[config.mk]
export PLATFORM = sky130hd
export DESIGN_NAME = tile_pair_mtf_encoder
export DESIGN_NICKNAME = d
export VERILOG_FILES = /design/src/rtl/tpm_pkg.sv /design/src/rtl/tpm_cell.sv /design/src/rtl/tile_pair_mtf_encoder.sv
export SDC_FILE = /design/constraint.sdc
export NUM_CORES = 1
export LEC_CHECK = 0
export BUFFER_PORTS_ARGS = -buffer_cell sky130_fd_sc_hd__buf_2
export CAP_MARGIN = 10
export CORE_MARGIN = 3
export CORE_UTILIZATION = 55
export CTS_CLUSTER_DIAMETER = 50
export CTS_CLUSTER_SIZE = 12
export DETAILED_ROUTE_END_ITERATION = 10
export PLACE_DENSITY = 0.73
export SYNTH_ARGS = -nofsm -noshare
export SYNTH_HDL_FRONTEND = slang
export SYNTH_SLANG_ARGS = --single-unit
[constraint.sdc]
create_clock -name clk -period 9.5 [get_ports clk]
set_input_delay 1.425 -clock clk [delete_from_list [all_inputs] [get_ports clk]]
set_output_delay 1.425 -clock clk [all_outputs]
set_load 0.01 [all_outputs]
[src/rtl/tpm_pkg.sv]
// shared constants and types for the tile pair move-to-front encoder
package tpm_pkg;

  // widths fixed by the code format
  localparam int INDEX_W   = 11;
  localparam int POS_W     = 4;
  localparam int COUNT_W   = 5;
  localparam int CODE_W    = 12;
  localparam int BITS_W    = 25;
  localparam int LEN_W     = 5;
  localparam int HISTORY_DEPTH_DEFAULT = 16;

  // code lengths of a hit field and a miss field
  localparam logic [LEN_W-1:0] LEN_HIT  = 5'd5;
  localparam logic [LEN_W-1:0] LEN_MISS = 5'd12;

  // update command broadcast to every history cell
  typedef struct packed {
    logic             en;     // shift this cycle
    logic [POS_W-1:0] limit;  // cells at or below this position shift
  } cell_ctrl_t;

endpackage

[src/rtl/tpm_cell.sv]
// one history entry of the move-to-front chain
module tpm_cell
  import tpm_pkg::*;
#(
  parameter int POS = 0
) (
  input  logic               clk,
  input  logic [INDEX_W-1:0] key,
  input  logic [INDEX_W-1:0] nb_entry,  // entry of the cell in front, key for the front cell
  input  logic [COUNT_W-1:0] count,
  input  cell_ctrl_t         ctrl,
  output logic [INDEX_W-1:0] entry,
  output logic               match
);

  localparam logic [POS_W-1:0]   MY_POS   = POS_W'(POS);
  localparam logic [COUNT_W-1:0] MY_COUNT = COUNT_W'(POS);

  // compare only entries that have been written
  assign match = (entry == key) && (MY_COUNT < count);

  // take the neighbor's entry when the shift reaches this cell
  always_ff @(posedge clk) begin
    if (ctrl.en && (MY_POS <= ctrl.limit)) begin
      entry <= nb_entry;
    end
  end

endmodule

[src/rtl/tile_pair_mtf_encoder.sv]
// Tile pair move-to-front encoder. Each input beat carries two 11-bit tile
// indices and the flip flag of the first tile; each output beat carries one
// code word, right-aligned with the earliest bit highest, and its length
// (6 to 25 bits). The first index is coded against a history of the most
// recent indices (hit: 1 + 4-bit position, miss: 0 + 11-bit index); then a
// single 1 marks a successor second index, or a 0 is followed by the second
// index coded the same way. The history is a chain of cells that all compare
// against the key at once and shift toward the back in the same cycle. A pair
// with a successor second index needs only the first lookup, else a second
// lookup follows; finishing waits while the output register is full, and the
// next beat is taken in the cycle the current code word is written to the
// output register. The history needs no clearing after reset.
module tile_pair_mtf_encoder
  import tpm_pkg::*;
#(
  parameter int HISTORY_DEPTH = HISTORY_DEPTH_DEFAULT
) (
  input  logic        clk,
  input  logic        rst,
  input  logic        s_tvalid,
  output logic        s_tready,
  input  logic [23:0] s_tdata,   // first_index[10:0], second_index[21:11], zero pad
  input  logic [0:0]  s_tuser,   // first_hflip
  output logic        m_tvalid,
  input  logic        m_tready,
  output logic [31:0] m_tdata    // code_bits[24:0], code_length[29:25], zero pad
);

  localparam logic [1:0] ST_IDLE   = 2'd0;
  localparam logic [1:0] ST_FIRST  = 2'd1;
  localparam logic [1:0] ST_SECOND = 2'd2;

  localparam logic [COUNT_W-1:0] DEPTH_C = COUNT_W'(HISTORY_DEPTH);
  localparam logic [POS_W-1:0]   LAST_P  = POS_W'(HISTORY_DEPTH - 1);

  logic [1:0]         state;
  logic [1:0]         state_next;
  logic [COUNT_W-1:0] count;
  logic [INDEX_W-1:0] first_q;
  logic [INDEX_W-1:0] second_q;
  logic               flip_q;
  logic [CODE_W-1:0]  part_code;
  logic               part_hit;

  logic [INDEX_W-1:0] key;
  logic [HISTORY_DEPTH-1:0] match;
  logic [INDEX_W-1:0] entries [HISTORY_DEPTH];
  logic               hit;
  logic [POS_W-1:0]   pos;
  logic [CODE_W-1:0]  cur_code;
  logic               succ;
  logic               out_busy;
  logic               step;
  logic               done;
  cell_ctrl_t         ctrl;
  logic [BITS_W-1:0]  res_bits;
  logic [LEN_W-1:0]   res_len;

  // key for this cycle's lookup
  assign key = (state == ST_SECOND) ? second_q : first_q;

  // history chain, front cell fed by the key
  for (genvar i = 0; i < HISTORY_DEPTH; i++) begin : g_cell
    logic [INDEX_W-1:0] nb;
    if (i == 0) begin : g_front
      assign nb = key;
    end else begin : g_rest
      assign nb = entries[i-1];
    end
    tpm_cell #(.POS(i)) u_cell (
      .clk      (clk),
      .key      (key),
      .nb_entry (nb),
      .count    (count),
      .ctrl     (ctrl),
      .entry    (entries[i]),
      .match    (match[i])
    );
  end

  // lowest matching position
  always_comb begin
    pos = '0;
    for (int i = HISTORY_DEPTH - 1; i >= 0; i--) begin
      if (match[i]) begin
        pos = POS_W'(i);
      end
    end
  end
  assign hit = |match;

  // field code for the current key
  assign cur_code = hit ? {7'd0, 1'b1, pos} : {1'b0, key};

  // successor test without wrap
  always_comb begin
    if (flip_q) begin
      succ = (first_q != '0) && (second_q == first_q - 1'b1);
    end else begin
      succ = (first_q != '1) && (second_q == first_q + 1'b1);
    end
  end

  // step control: finishing needs a free output register
  assign out_busy = m_tvalid && !m_tready;
  always_comb begin
    step = 1'b0;
    done = 1'b0;
    case (state)
      ST_FIRST: begin
        step = !(succ && out_busy);
        done = succ && !out_busy;
      end
      ST_SECOND: begin
        step = !out_busy;
        done = !out_busy;
      end
      default: begin
        step = 1'b0;
        done = 1'b0;
      end
    endcase
  end

  // shift command for the chain
  always_comb begin
    ctrl.en = step;
    if (hit) begin
      ctrl.limit = pos;
    end else if (count == DEPTH_C) begin
      ctrl.limit = LAST_P;
    end else begin
      ctrl.limit = count[POS_W-1:0];
    end
  end

  assign s_tready = (state == ST_IDLE) || done;

  // code word assembly
  always_comb begin
    if (state == ST_FIRST) begin
      if (hit) begin
        res_bits = BITS_W'({cur_code[POS_W:0], 1'b1});
        res_len  = LEN_HIT + 5'd1;
      end else begin
        res_bits = BITS_W'({cur_code, 1'b1});
        res_len  = LEN_MISS + 5'd1;
      end
    end else begin
      if (hit) begin
        res_bits = BITS_W'({part_code, 1'b0, cur_code[POS_W:0]});
        res_len  = (part_hit ? LEN_HIT : LEN_MISS) + 5'd1 + LEN_HIT;
      end else begin
        res_bits = BITS_W'({part_code, 1'b0, cur_code});
        res_len  = (part_hit ? LEN_HIT : LEN_MISS) + 5'd1 + LEN_MISS;
      end
    end
  end

  // next state
  always_comb begin
    state_next = state;
    case (state)
      ST_IDLE: begin
        if (s_tvalid) state_next = ST_FIRST;
      end
      ST_FIRST: begin
        if (done) begin
          state_next = s_tvalid ? ST_FIRST : ST_IDLE;
        end else if (step) begin
          state_next = ST_SECOND;
        end
      end
      ST_SECOND: begin
        if (done) state_next = s_tvalid ? ST_FIRST : ST_IDLE;
      end
      default: state_next = ST_IDLE;
    endcase
  end

  // control registers
  always_ff @(posedge clk) begin
    if (rst) begin
      state    <= ST_IDLE;
      count    <= '0;
      m_tvalid <= 1'b0;
    end else begin
      state <= state_next;
      if (step && !hit && (count != DEPTH_C)) begin
        count <= count + 1'b1;
      end
      if (done) begin
        m_tvalid <= 1'b1;
      end else if (m_tready) begin
        m_tvalid <= 1'b0;
      end
    end
  end

  // payload registers
  always_ff @(posedge clk) begin
    if (s_tvalid && s_tready) begin
      first_q  <= s_tdata[10:0];
      second_q <= s_tdata[21:11];
      flip_q   <= s_tuser[0];
    end
    if ((state == ST_FIRST) && step) begin
      part_code <= cur_code;
      part_hit  <= hit;
    end
    if (done) begin
      m_tdata <= {2'b00, res_len, res_bits};
    end
  end

  // at most one live entry matches, since a hit never inserts
  assert property (@(posedge clk) disable iff (rst)
    (state != ST_IDLE) |-> $onehot0(match))
    else $error("duplicate history entries");

  // fill count stays within the history
  assert property (@(posedge clk) disable iff (rst) count <= DEPTH_C)
    else $error("history count overflow");

  // a new output beat only comes out of a lookup state
  assert property (@(posedge clk) disable iff (rst)
    $rose(m_tvalid) |-> ($past(state) == ST_FIRST || $past(state) == ST_SECOND))
    else $error("output beat without lookup");

  // an accepted beat starts with the first lookup
  assert property (@(posedge clk) disable iff (rst)
    (s_tvalid && s_tready) |=> (state == ST_FIRST))
    else $error("accepted beat not started");

  // code length is one of the legal totals
  assert property (@(posedge clk) disable iff (rst)
    m_tvalid |-> (m_tdata[29:25] == 5'd6 || m_tdata[29:25] == 5'd13 ||
                  m_tdata[29:25] == 5'd11 || m_tdata[29:25] == 5'd18 ||
                  m_tdata[29:25] == 5'd25))
    else $error("illegal code length");

endmodule
# --- Word-level counts from Yosys, hierarchy flattened ---
# Cells that the tools add are included.
classes:
  eq_ne: 26
  addsub: 6
  n_mux: 38
  reduce_logical: 51
  n_lt_le_gt_ge: 32
ops:
  columns: ["op", "n"]
  rows:
  - ["$eq 11x11->1", 18]
  - ["$mux 4", 20]
  - ["$mux 25", 2]
  - ["$logic_and 1x1->1", 41]
  - ["$lt 4x5->1 const A", 8]
  - ["$le 4x4->1 const A", 8]
  - ["$mux 11", 2]
  - ["$lt 3x5->1 const A", 4]
  - ["$le 3x4->1 const A", 4]
  - ["$reduce_or 16->1", 1]
  - ["$mux 12", 1]
  - ["$add 11x1->11 const B", 1]
  - ["$ne 11x11->1 const B", 1]
  - ["$reduce_bool 11->1", 1]
  - ["$sub 11x1->11 const B", 1]
  - ["$lt 1x5->1 const A", 2]
  - ["$lt 2x5->1 const A", 2]
  - ["$mux 5", 2]
  - ["$le 1x4->1 const A", 2]
  - ["$le 2x4->1 const A", 2]
  - ["$mux 2", 4]
  - ["$pmux 2 s3", 1]
  - ["$add 4x1->5 const B", 1]
  - ["$add 5x1->5 const B", 1]
  - ["15 further kinds", 23]
word_totals:
  ff_bits: 250
  out_inout_bits: 34
  wordCells: 178
  in_bits: 29

# --- Depth between registers and ports, before layout ---
depth:
  ltp_word: 23
  ltp_mapped: 18
  depth_no_buf: 13

# --- By module ---
# A second synthesis with hierarchy kept.
unflattened:
  hier_cells: 844
  hier_area_um2: 11512.3
modules_own_cells:
  columns: ["mod", "cells_per_inst", "seq_area_each_um2", "area_each_um2", "instances"]
  rows:
  - ["tile_pair_mtf_encoder", 386, 2052.0, 3916.3, 1]
  - ["tpm_cell (g_cell[10].u_cell ...)", 29, 330.3, 486.7, 2]
  - ["tpm_cell (g_cell[6].u_cell ...)", 29, 330.3, 478.0, 2]
  - ["tpm_cell (g_cell[3].u_cell ...)", 29, 330.3, 475.5, 2]
  - ["tpm_cell (g_cell[13].u_cell ...)", 28, 330.3, 474.2, 2]
  - ["tpm_cell (g_cell[2].u_cell)", 28, 330.3, 479.2, 1]
  - ["tpm_cell (g_cell[12].u_cell)", 29, 330.3, 476.7, 1]
  - ["tpm_cell (g_cell[11].u_cell)", 30, 330.3, 474.2, 1]
  - ["tpm_cell (g_cell[7].u_cell)", 28, 330.3, 470.5, 1]
  - ["tpm_cell (g_cell[1].u_cell)", 28, 330.3, 469.2, 1]
  - ["tpm_cell (g_cell[15].u_cell)", 29, 330.3, 467.9, 1]
  - ["tpm_cell (g_cell[8].u_cell)", 28, 330.3, 467.9, 1]
  - ["tpm_cell (g_cell[0].u_cell)", 28, 330.3, 461.7, 1]

# --- Worst setup path before layout ---
# OpenSTA, ideal clock, no wires.
synth_timing:
  kind: "reg-to-output"
  startpoint: "reg first_q[0]"
  endpoint: "out s_tready"
  t_arrival_ns: 3.583
  path_stages_with_launch: 11
  n_path_buf: 1
  required_time_ns: 8.075
  path_slack_ns: 4.492
  cell_sequence: "edfxtp_1 -> buf_2 -> inv_1 -> ha_1 -> xor2_1 -> or4b_1 -> or4_1 -> o41ai_1 -> and2_1 -> o21a_1 -> or2_2"
synth_via:
  elab_chain_cells: 7
  elab_cells_between_ends: 12
  cone_classes: "add/sub: 2; eq/ne: 3; mux: 2; reduce/logical: 5"
synth_rtl:
  columns: ["item", "line", "rtl"]
  rows:
  - ["start: declaration", "tile_pair_mtf_encoder.sv:39", "logic [INDEX_W-1:0] first_q;"]
  - ["start signal: assignment", "tile_pair_mtf_encoder.sv:203", "first_q <= s_tdata[10:0];"]
  - ["$add 11x1->11 / $sub 11x1->11 (equally long branches)", "tile_pair_mtf_encoder.sv:100, tile_pair_mtf_encoder.sv:98", null]
  - ["$eq 11x11->1, on equally long branches", "tile_pair_mtf_encoder.sv:100, tile_pair_mtf_encoder.sv:98", null]
  - ["$logic_and 1x1->1, on equally long branches", "tile_pair_mtf_encoder.sv:100, tile_pair_mtf_encoder.sv:98", null]
  - ["$mux 1 *", "tile_pair_mtf_encoder.sv:97", "if (flip_q) begin"]
  - ["$logic_and 1x1->1 *", "tile_pair_mtf_encoder.sv:112", "done = succ && !out_busy;"]
  - ["$pmux 1 s2 *", "tile_pair_mtf_encoder.sv:109", "case (state)"]
  - ["via done", "tile_pair_mtf_encoder.sv:54", "logic done;"]
  - ["$logic_or 1x1->1 *", "tile_pair_mtf_encoder.sv:137", "assign s_tready = (state == ST_IDLE) || done;"]
  - ["end: declaration", "tile_pair_mtf_encoder.sv:21", "output logic s_tready,"]
# The timed path passes the listed nets; every way through them passes the cells marked *.

# --- Worst setup path after layout ---
# Ends and elaborated chain as after synthesis.

==> flow_summary.ini <==
[run_status]
run_status = completed

[die]
die_w_um = 153
io_pins = 63
fp.dieH_um = 153
rows = 52
die-area_sq_mm = 0.0233
core-area_sq_mm = 0.0207
start_util_pct = 57.1

[detailed_routing]
via_count = 6984
avgRoutedWirePerCell_um = 20.9
postRouteAntennaNets = 0
drtIter0Drc = 560
routed_wl_um = 25100
first_pass_iters = 5
avgViaCountPerCell = 5.84
remaining_drc_errors = 0

[cts]
clk_latency_ns = 0.55
postCtsResizedCells = 0
ctsRootBufferMaster = clkbuf_16
cts_buffer_depth = 3
cts.htree.levels = 1
cts_buffers = 27
cts_hold_buf = 0
postCtsSetupBuffers = 0
cts.clk_slew.worst_paths_ns = 0.06
cts_tree = done
cts_sinks = 247

[min_path]
whs_path_depth = 0
worstHoldPathType = register to register

[cells_and_area]
antenna_cells = 0
fillerInstances = 1563
drive_above_1_share_pct = 15.9
final_net_count = 950
utilization_pct = 63.3
areaGrowthSynthToFinish_pct = 11.0
stdcell_count = 1196
fin_area_sq_mm = 0.0131
final_cell_mix = edfxtp_1 (239), xnor2_1 (181), buf_2 (57)
layout_commonest_cell = edfxtp_1

[critical_path]
cp-end-kind = output pin
cp_max_fo = 31
rr_worst_depth = 14
r2r-start = state[0]$_SDFFE_PP0P_
cp-start-kind = register
reg2reg_slack_ns = 4.12
required_ns = 8.08
worstPathArrival_ns = 4.35
crit_type = register to output pin
crit_path_start = first_q[0]$_DFFE_PP_
crit_end = s_tready
reg2reg_to = g_cell[14].u_cell.entry[9]$_DFFE_PP_

[sta]
fin_setup_tns_ns = 0
timing.final.crit_period_ns = 5.78
hold_violations = 0
setup_viol = 0
setup_ws_ns = 3.72
finClkSkew_ns = 0.0154
max_freq_mhz = 173
maxSlewViolCount = 0
fin_crit_sh_pct = 60.8
whs_ns = 0.470
grt_setup_unrepaired = no
slew_headroom_pct = 23.1
worstMarginPinSlew_ns = 1.13

[grt]
grt_pass1_vias = 7138
gr-usage-all-layers_pct = 21.4
grt_max_degree = 32
grt.overflow.total = 0
grt_pass1_wl_um = 39400
antenna_found_initial = 0

[yosys]
syn-instance-count = 858
ys_ff_latch = 247
synth_edf_count = 239
yosysTopAreaCell = edfxtp_1
syn-cell-area_sq_mm = 0.0118
yosys.area.top_type_share_pct = 60.8
yosys-top-cells-area = edfxtp_1 (61%), xnor2_1 (13%), nor4_1 (2.4%)
yosysSeqAreaShare_pct = 62.1
syn_area_per_cell_sq_um = 13.8
yosys_warnings = 0
synthArstFlopShare_pct = 0
synth-main-ff-cell = edfxtp_1
synth_cell_types = 66

[power_and_ir_drop]
max-vdd-ir-drop_uv = 212
power_mw = 3.19
cellPowerDensity_mw_per_mm2 = 243
p_leak_nw = 4.30

[placed_design]
io_buffers = 57
post-place-ws_ns = 4.15
hpwl_um = 16600
placed_cell_area_sq_mm = 0.0123
gp_congestion = 0.881
dp.cells = 1152

[job]
max-cap-violations = 0
## synthesized netlist by cell type (all sizes together), types with 4 or more instances
library cell and count:
edfxtp 239, xnor2 187, nor2 47, nor4 45
buf 37, inv 31, a21oi 29, nand2 25
nand3 23, mux2i 19, o21ai 16, and2 11
and3 11, clkbuf 10, ha 10, nand2b 9
xor2 9, dfxtp 8, a31oi 7, nand4 7
or3 6, a21boi 5, a21o 5, nor2b 5
o211ai 5, o21a 5, or2 5, or4 5
nor3 4
## how the worst min path moves through the flow
stage | start | slack [ns] | end
after floorplan | g_cell[9].u_cell.entry[0]$_DFFE_PP_ | 0.45 | g_cell[10].u_cell.entry[0]$_DFFE_PP_
after global placement | g_cell[0].u_cell.entry[5]$_DFFE_PP_ | 0.45 | g_cell[1].u_cell.entry[5]$_DFFE_PP_
after detailed placement | g_cell[7].u_cell.entry[1]$_DFFE_PP_ | 0.46 | g_cell[8].u_cell.entry[1]$_DFFE_PP_
after CTS | g_cell[7].u_cell.entry[1]$_DFFE_PP_ | 0.47 | g_cell[8].u_cell.entry[1]$_DFFE_PP_
after global routing | g_cell[8].u_cell.entry[1]$_DFFE_PP_ | 0.49 | g_cell[9].u_cell.entry[1]$_DFFE_PP_
final | g_cell[0].u_cell.entry[10]$_DFFE_PP_ | 0.47 | g_cell[1].u_cell.entry[10]$_DFFE_PP_
## critical path: stages (launching register included)
cell and delay [ns]:
edfxtp_1 0.55, inv_1 0.12, ha_1 0.22, nor3b_1 0.72, nor4b_1 0.40, mux2i_1 0.15
nor4_1 0.29, o2111ai_1 0.23, o41ai_1 0.14, and2_1 0.21, o21a_1 0.11, buf_4 0.35
or2_2 0.19, buf_2 0.12
## logic make-up after synthesis
group	share of synthesized area [%]
buffers and inverters	3.96
AO/OA/AOI/OAI	5.24
AND/OR/NAND/NOR	10.5
flip-flops	62.1
XOR/XNOR	14.9
adder cells (fa/ha/maj)	1.06
other	0.0318
multiplexers	2.13
## metal layers
| metal | global-route usage [%] | vias to the layer above | wire length [um] | share of wire [%] |
|---|---|---|---|---|
| met5 | 0 | - | 0 | 0 |
| met4 | 7.04 | 0 | 742 | 3.0 |
| met3 | 3.61 | 49 | 1590 | 6.3 |
| met2 | 36.4 | 273 | 12500 | 50 |
| met1 | 28.3 | 3437 | 10200 | 41 |
| li1 | - | 3225 | - | - |
## registers in the layout, summed over array words and instances, names as in the netlist
signal,cells
flip_q,1
state,2
second_q,11
g_cell.u_cell.entry,176
part_hit,1
m_tvalid,1
part_code,11
first_q,11
m_tdata,28
count,5
## where the power goes
group | total (mW) | internal (mW) | switching [mW]
registers | 1.37 | 1.30 | 0.0720
logic | 0.814 | 0.334 | 0.480
clock network | 1.01 | 0.593 | 0.414
## cell type report
class                      instances  area (sq um)  area share [%]
multi-input combinational        535          4090            31.2
clock buffer                      35           726            5.54
timing repair buffer              69           375            2.86
tap                              270           338            2.58
clock inverter                     9           121           0.926
inverter                          31           116           0.888
sequential                       247          7340            56.0
No activity file was read; power rests on OpenSTA's default activity.
